$ cat src/rtl/core/lpd_pkg.sv
package lpd_pkg;

   // Fixed field widths of the word formats.
   localparam int CHAN_W = 4;
   localparam int BYTE_W = 8;
   localparam int LEN_W  = 64;

   // Default build values for the top-level parameters.
   localparam int DEF_NUM_CHANNELS = 16;
   localparam int DEF_HEADER_BYTES = 8;

   typedef struct packed {
      logic [CHAN_W-1:0] channel;
      logic [BYTE_W-1:0] data_byte;
   } req_type;

   typedef struct packed {
      logic [CHAN_W-1:0] out_channel;
      logic [BYTE_W-1:0] payload_byte;
      logic              first_of_frame;
      logic              last_of_frame;
      logic              empty_frame;
   } rsp_type;

   // Outcome of one context step: whether a result word is produced, and that word.
   typedef struct packed {
      logic    present;
      rsp_type word;
   } ctx_res_type;

endpackage

$ cat src/rtl/core/length_prefix_deframer_unit.sv
// Channel   Direction  Handshake                Word
// req_      in         req_valid / req_ready    req_data : req_type (channel, data_byte)
// rsp_      out        rsp_valid / rsp_ready    rsp_data : rsp_type (one payload byte or
//                                                          an empty-frame mark)
//
// One byte is taken every clock cycle while the result side keeps up. The per-channel
// context read-modify-write sets that rate. A taken byte waits in the input register;
// its result word enters the result register when that byte advances, and is offered
// from then on.
// Reset is synchronous and active high; it clears every context and empties both registers.
// A stalled result side holds back bytes that produce a result; bytes with no result, such as most header bytes, go on.
module length_prefix_deframer_unit
   import lpd_pkg::*;
#(
   parameter int NUM_CHANNELS = DEF_NUM_CHANNELS,
   parameter int HEADER_BYTES = DEF_HEADER_BYTES
) (
   input  logic    clock,
   input  logic    reset,
   input  logic    req_valid,
   output logic    req_ready,
   input  req_type req_data,
   output logic    rsp_valid,
   input  logic    rsp_ready,
   output rsp_type rsp_data
);

   // Input register: the byte waiting for its context step.
   logic        in_valid_ff;
   req_type     in_item_ff;

   ctx_res_type res;
   logic        out_free;
   logic        advance;
   logic        load;

   // The held byte moves on when its result, if any, has room in the result register.
   assign advance   = in_valid_ff & (out_free | ~res.present);
   assign load      = advance & res.present;
   assign req_ready = ~in_valid_ff | advance;

   always_ff @(posedge clock) begin
      if (reset) begin
         in_valid_ff <= 1'b0;
      end else if (req_ready) begin
         in_valid_ff <= req_valid;
      end
   end

   always_ff @(posedge clock) begin
      if (req_ready && req_valid) begin
         in_item_ff <= req_data;
      end
   end

   // Per-channel context store and the step logic that updates it.
   lpd_ctx #(
      .NUM_CHANNELS (NUM_CHANNELS),
      .HEADER_BYTES (HEADER_BYTES)
   ) u_ctx (
      .clock (clock),
      .reset (reset),
      .step  (advance),
      .item  (in_item_ff),
      .res   (res)
   );

   // Result register, which parts the context logic from the result side.
   lpd_out_reg u_out (
      .clock     (clock),
      .reset     (reset),
      .load      (load),
      .word      (res.word),
      .free      (out_free),
      .rsp_valid (rsp_valid),
      .rsp_ready (rsp_ready),
      .rsp_data  (rsp_data)
   );

endmodule

$ cat src/rtl/core/lpd_ctx.sv
module lpd_ctx
   import lpd_pkg::*;
#(
   parameter int NUM_CHANNELS = DEF_NUM_CHANNELS,
   parameter int HEADER_BYTES = DEF_HEADER_BYTES
) (
   input  logic        clock,
   input  logic        reset,
   input  logic        step,
   input  req_type     item,
   output ctx_res_type res
);

   // Only channels that the channel field can name need a context.
   localparam int DEPTH = (NUM_CHANNELS < (1 << CHAN_W)) ? NUM_CHANNELS : (1 << CHAN_W);
   localparam int IDX_W = (DEPTH > 1) ? $clog2(DEPTH) : 1;
   localparam int HC_W  = $clog2(HEADER_BYTES + 1);

   localparam logic [CHAN_W:0] CHAN_LIM = (CHAN_W + 1)'(DEPTH);
   localparam logic [HC_W-1:0] HDR_N    = HC_W'(HEADER_BYTES);

   logic [HC_W-1:0]  hc_ff  [DEPTH];
   logic [LEN_W-1:0] len_ff [DEPTH];
   logic             st_ff  [DEPTH];

   logic             in_range;
   logic [IDX_W-1:0] idx;
   logic [HC_W-1:0]  hc;
   logic [LEN_W-1:0] len;
   logic             st;
   logic             in_header;
   logic [LEN_W-1:0] hdr_len;
   logic [HC_W-1:0]  hc_inc;
   logic             hdr_done;
   logic [LEN_W-1:0] rem;
   logic             pay_last;
   logic [HC_W-1:0]  hc_in;
   logic [LEN_W-1:0] len_in;
   logic             st_in;

   assign in_range = {1'b0, item.channel} < CHAN_LIM;
   assign idx      = item.channel[IDX_W-1:0];
   assign hc       = hc_ff[idx];
   assign len      = len_ff[idx];
   assign st       = st_ff[idx];

   assign in_header = hc < HDR_N;
   assign hdr_len   = len | (LEN_W'(item.data_byte) << {3'(hc), 3'b000});
   assign hc_inc    = hc + 1'b1;
   assign hdr_done  = (hc_inc == HDR_N);
   assign rem       = len - 1'b1;
   assign pay_last  = (rem == '0);

   always_comb begin
      res                      = '0;
      res.word.out_channel     = item.channel;
      hc_in                    = hc;
      len_in                   = len;
      st_in                    = st;
      if (in_header) begin
         if (hdr_done && (hdr_len == '0)) begin
            // A zero-length message completes on its last header byte.
            res.present            = in_range;
            res.word.last_of_frame = 1'b1;
            res.word.empty_frame   = 1'b1;
            hc_in                  = '0;
            len_in                 = '0;
            st_in                  = 1'b0;
         end else begin
            hc_in  = hc_inc;
            len_in = hdr_len;
            st_in  = 1'b0;
         end
      end else begin
         res.present             = in_range;
         res.word.payload_byte   = item.data_byte;
         res.word.first_of_frame = ~st;
         res.word.last_of_frame  = pay_last;
         if (pay_last) begin
            hc_in  = '0;
            len_in = '0;
            st_in  = 1'b0;
         end else begin
            len_in = rem;
            st_in  = 1'b1;
         end
      end
   end

   always_ff @(posedge clock) begin
      if (reset) begin
         for (int i = 0; i < DEPTH; i++) begin
            hc_ff[i]  <= '0;
            len_ff[i] <= '0;
            st_ff[i]  <= 1'b0;
         end
      end else if (step && in_range) begin
         hc_ff[idx]  <= hc_in;
         len_ff[idx] <= len_in;
         st_ff[idx]  <= st_in;
      end
   end

endmodule

$ cat src/rtl/core/lpd_out_reg.sv
module lpd_out_reg
   import lpd_pkg::*;
(
   input  logic    clock,
   input  logic    reset,
   input  logic    load,
   input  rsp_type word,
   output logic    free,
   output logic    rsp_valid,
   input  logic    rsp_ready,
   output rsp_type rsp_data
);

   logic    valid_ff;
   rsp_type data_ff;

   // The register can take a new word when empty or when its word leaves now.
   assign free      = ~valid_ff | rsp_ready;
   assign rsp_valid = valid_ff;
   assign rsp_data  = data_ff;

   always_ff @(posedge clock) begin
      if (reset) begin
         valid_ff <= 1'b0;
      end else if (load) begin
         valid_ff <= 1'b1;
      end else if (rsp_ready) begin
         valid_ff <= 1'b0;
      end
   end

   always_ff @(posedge clock) begin
      if (load) begin
         data_ff <= word;
      end
   end

endmodule

$ cat config.mk
export PLATFORM = sky130hd
export DESIGN_NAME = length_prefix_deframer_unit
export DESIGN_NICKNAME = d
export VERILOG_FILES = /design/src/rtl/core/lpd_pkg.sv /design/src/rtl/core/length_prefix_deframer_unit.sv /design/src/rtl/core/lpd_ctx.sv /design/src/rtl/core/lpd_out_reg.sv
export SDC_FILE = /design/constraint.sdc
export NUM_CORES = 2
export LEC_CHECK = 0
export BUFFER_PORTS_ARGS = -buffer_cell sky130_fd_sc_hd__buf_4
export CAP_MARGIN = 20
export CORE_MARGIN = 2
export CORE_UTILIZATION = 45
export CTS_CLUSTER_DIAMETER = 60
export DETAILED_ROUTE_END_ITERATION = 12
export GPL_TIMING_DRIVEN = 0
export PLACE_DENSITY_LB_ADDON = 0.12
export SYNTH_ARGS = -nofsm -noshare
export SYNTH_HDL_FRONTEND = slang
export SYNTH_SLANG_ARGS = --single-unit
$ cat constraint.sdc
create_clock -name clock -period 8.6 [get_ports clock]
set_input_delay 0 -clock clock [delete_from_list [all_inputs] [get_ports clock]]
set_output_delay 0 -clock clock [all_outputs]
set_load 0.01 [all_outputs]
==> impl_results.md <==
* Worst-Margin Slew at 1.29 ns
* Routed length per placed instance at 37.1 um
* Critical Path Max Stage Delay at 0.83 ns
* PwrDens at 232 nW/um^2
* MaxCap Viol Count at 0
* Worst r2r path cells at 19
* Compound-gate portion of the synthesized area at 5.37%
* Routed Antenna Nets at 0
* Die width at 345 um
* Most frequent cells in the layout: 1131 x edfxtp_1, 1097 x nor2_1, 277 x mux4_2
* Ratio of cells with drive above 1 in the final layout at 18.8%
* Io pins at 33
* Unrepaired setup endpoints after global routing: no
* Max Clock Freq at 0.117 GHz
* Largest family of logic cells by synthesized area: simple AND/OR/NAND/NOR gates
* Cell family with most CP delay: simple AND/OR/NAND/NOR gates
* Final setup viols at 0
* Initial antenna violation count at 12
* Final Max Tran Viols at 0
* Clock transition at the registers of the reported paths at 0.06 ns
* Post-Synth Simple-Gate Area at 12.6%
* Leading cell type in the layout, fill and taps excluded: edfxtp_1
* Max_slew headroom at 13.9%
* Layout area overhead at 13.6%
* Pre-Repair DR Iteration Count at 6
* Largest net degree at the start of global routing at 44
* Grt total ovfl at 0
* Final hold violation count at 0
* Residual DRC at 0
* CP bufs+invs at 7
* Class of the worst hold path: in2reg
* Die height at 345 um
* Top FF cell, synth: edfxtp_1
* Fin crit share at 99.7%
* Maximum vdd ir drop at 0.000165 V
* Synth top area share at 64.9%
* Synth Area per Inst at 13.8 sq um
* Total GRT Usage at 35.2%
* Critical Path Source Type: register
* Cell leakage power at 20.4 nW
* DRT iter0 DRCs at 5656
* Post-synth EDFFs at 1131
* Post-synthesis register bit count at 1137
* Outcome: finished, final reports clean
* Post-synthesis sequential area ratio at 65.2%
* Clk root buf: clkbuf_16
* Async SR Flop Fraction at 0%
* Die area at 119000 sq um
* Post-Route WL at 209000 um
* CTS tree: built
* Synth unique cells at 86
* Port buffer count at 31
* Synth area leader: edfxtp_1
* Hold Path Stages at 3
* Synth Area in Adders at 0.0718%
* CP Max Fanout at 39
* Worst reg2reg endpoint: u_ctx.len_ff[0][20]$_SDFFCE_PN0P_
* Slowest stage cell, crit path: or4_1
* Non-filler cells, final at 5632
* Post-synthesis mux area share at 12.5%
* Detailed Place HPWL at 137000 um
* Nets at 4027
* Final min period at 8.57 ns
* Reg-to-reg setup timing slack at 0.03 ns
* Critical path class: reg2reg
* Netlist Area Pre-Place at 52300 sq um
* Synth Net Count at 3811
* WP data arrival at 8.99 ns
* WP data required at 9.02 ns
* Worst skew pair latency at 0.75 ns
* DP Cell Count at 5390
* Hold_sp: req_data[9]
* Worst setup EP type: register
* Yosys warns at 0
* CTS Buf Count at 120
* Xor-xnor portion of the synthesized cell area at 0.904%
* Worst Skew at 0.0288 ns
* First-pass GRT wire length at 283000 um
* Cells after synthesis at 3792
* Top post-synthesis cells by area: edfxtp_1 65%, mux4_2 12%, nor2_1 7.9%
* Vias per cell at 6.45
* Clock tree sinks at 1137
* Initial core utilization at 45.2%
* Final hold slack at 0.0566 ns
* Vias in the first global route at 34833
* Placer Congestion at 1.02
* Num rows at 125
* CP Cell Sequence: buf_4, buf_2, clkdlybuf4s15_2, buf_2, mux4_2, nand2_1, nand4_1, nor2_2, nand3_1, nor4b_1, nand4_1, or4_1, nor2_1, or4b_1, or4_1, clkbuf_1, buf_8, nand2b_4, buf_16
* Clk buf depth at 3
* Core area at 116000 sq um
* Setup Buffers After CTS at 0
* Vias at 36304
* H-tree levels at 3
[registers in the layout (all words and copies together) (netlist names), named ones only]
register	cells
u_ctx.len_ff	1024
u_ctx.hc_ff	64
u_ctx.st_ff	16
u_out.rsp_data	15
in_item_ff	12
in_valid_ff	1
u_out.rsp_valid	1
[what timing repair did]
item | 4_1_cts | 5_1_grt
hold buffers | 26 | 0
endpoints found under the hold margin | 18 | 0
gates resized for setup | 11 | 9
cloned | 0 | 0
endpoints found under the setup margin | 345 | 284
[metal layers]
metal  vias up  wire (um)  track usage, %
li1      14663          -               -
met1     18775      80500            47.7
met2      2386      96800            54.9
met3       478      20900            6.85
met4         2      10900            16.8
met5         -         13               0
[cell type report]
class / instances / area [sq um]
diodes: 9 / 22.5
plain buffers: 330 / 1770
clock buffers: 155 / 3220
clock inverters: 58 / 429
fillers: 9942 / 56300
inverters: 9 / 36.3
multi-input cells: 2310 / 16600
flip-flops and latches: 1137 / 34100
well taps: 1524 / 1910
repair buffers: 100 / 1370
[worst min-delay path, cell delays in order]
cell and delay [ns]:
dlygate4sd3_1 0.53, buf_4 0.11, mux2_2 0.14
[kinds of logic after synthesis]
| family | count (synthesis) |
|---|---|
| fa+ha+maj | 3 |
| compound gates | 418 |
| flops | 1137 |
| mux | 304 |
| simple gates | 1531 |
| buf+inv | 345 |
| xor+xnor | 54 |
[Yosys cell counts (all sizes together), types with 9 or more instances]
cell / n
clkbuf: 165
nand3: 41
xnor2: 24
or4: 16
a21oi: 185
and4: 10
xor2: 30
mux4: 277
nand2: 139
edfxtp: 1131
nor4: 26
nor2: 1101
buf: 171
o21ai: 34
or2: 11
nand4: 29
nor3: 39
nor2b: 12
o211ai: 9
or3: 27
a31o: 9
a211oi: 10
a31oi: 9
a22oi: 93
nand2b: 27
mux2i: 21
and2: 20
and3: 12
[worst max path at each step]
stage / from / end / slack [ns] / cells past startpoint
floorplan: register / u_ctx.hc_ff[15][0]$_SDFFCE_PN0P_ / 2.07 / 18
global placement: register / u_ctx.len_ff[0][21]$_SDFFCE_PN0P_ / -5.52 / 18
detailed placement: register / u_ctx.len_ff[1][20]$_SDFFCE_PN0P_ / -0.73 / 19
CTS: register / u_ctx.len_ff[14][4]$_SDFFCE_PN0P_ / 0.003 / 19
global route: register / u_ctx.len_ff[0][20]$_SDFFCE_PN0P_ / 0.03 / 20
finish: register / u_ctx.len_ff[0][20]$_SDFFCE_PN0P_ / 0.03 / 19
[through the flow]
| step | total power, W | instance area [sq um] | util [%] | TNS [ns] | setup slack, ns |
|---|---|---|---|---|---|
| 2_1_floorplan | 0.00784 | 52300 | - | 0 | 2.07 |
| 5_1_grt | 0.0141 | 59400 | 51.3 | 0 | 0.0295 |
| 3_5_place_dp | 0.00885 | 55500 | 47.9 | -142.49 | -0.735 |
| 3_3_place_gp | 0.00883 | 54500 | 47.0 | -5023.89 | -5.52 |
| 6_report | 0.0138 | 59400 | 51.3 | 0 | 0.0301 |
| 4_1_cts | 0.0137 | 59400 | 51.3 | 0 | 0.00272 |
[power breakdown]
part	switching (W)	internal, W	total [W]
Combinational	0.00178	0.000662	0.00244
Sequential	0.0000677	0.00630	0.00637
Clock	0.00222	0.00277	0.00499
Power figures use the tool's default switching activity.
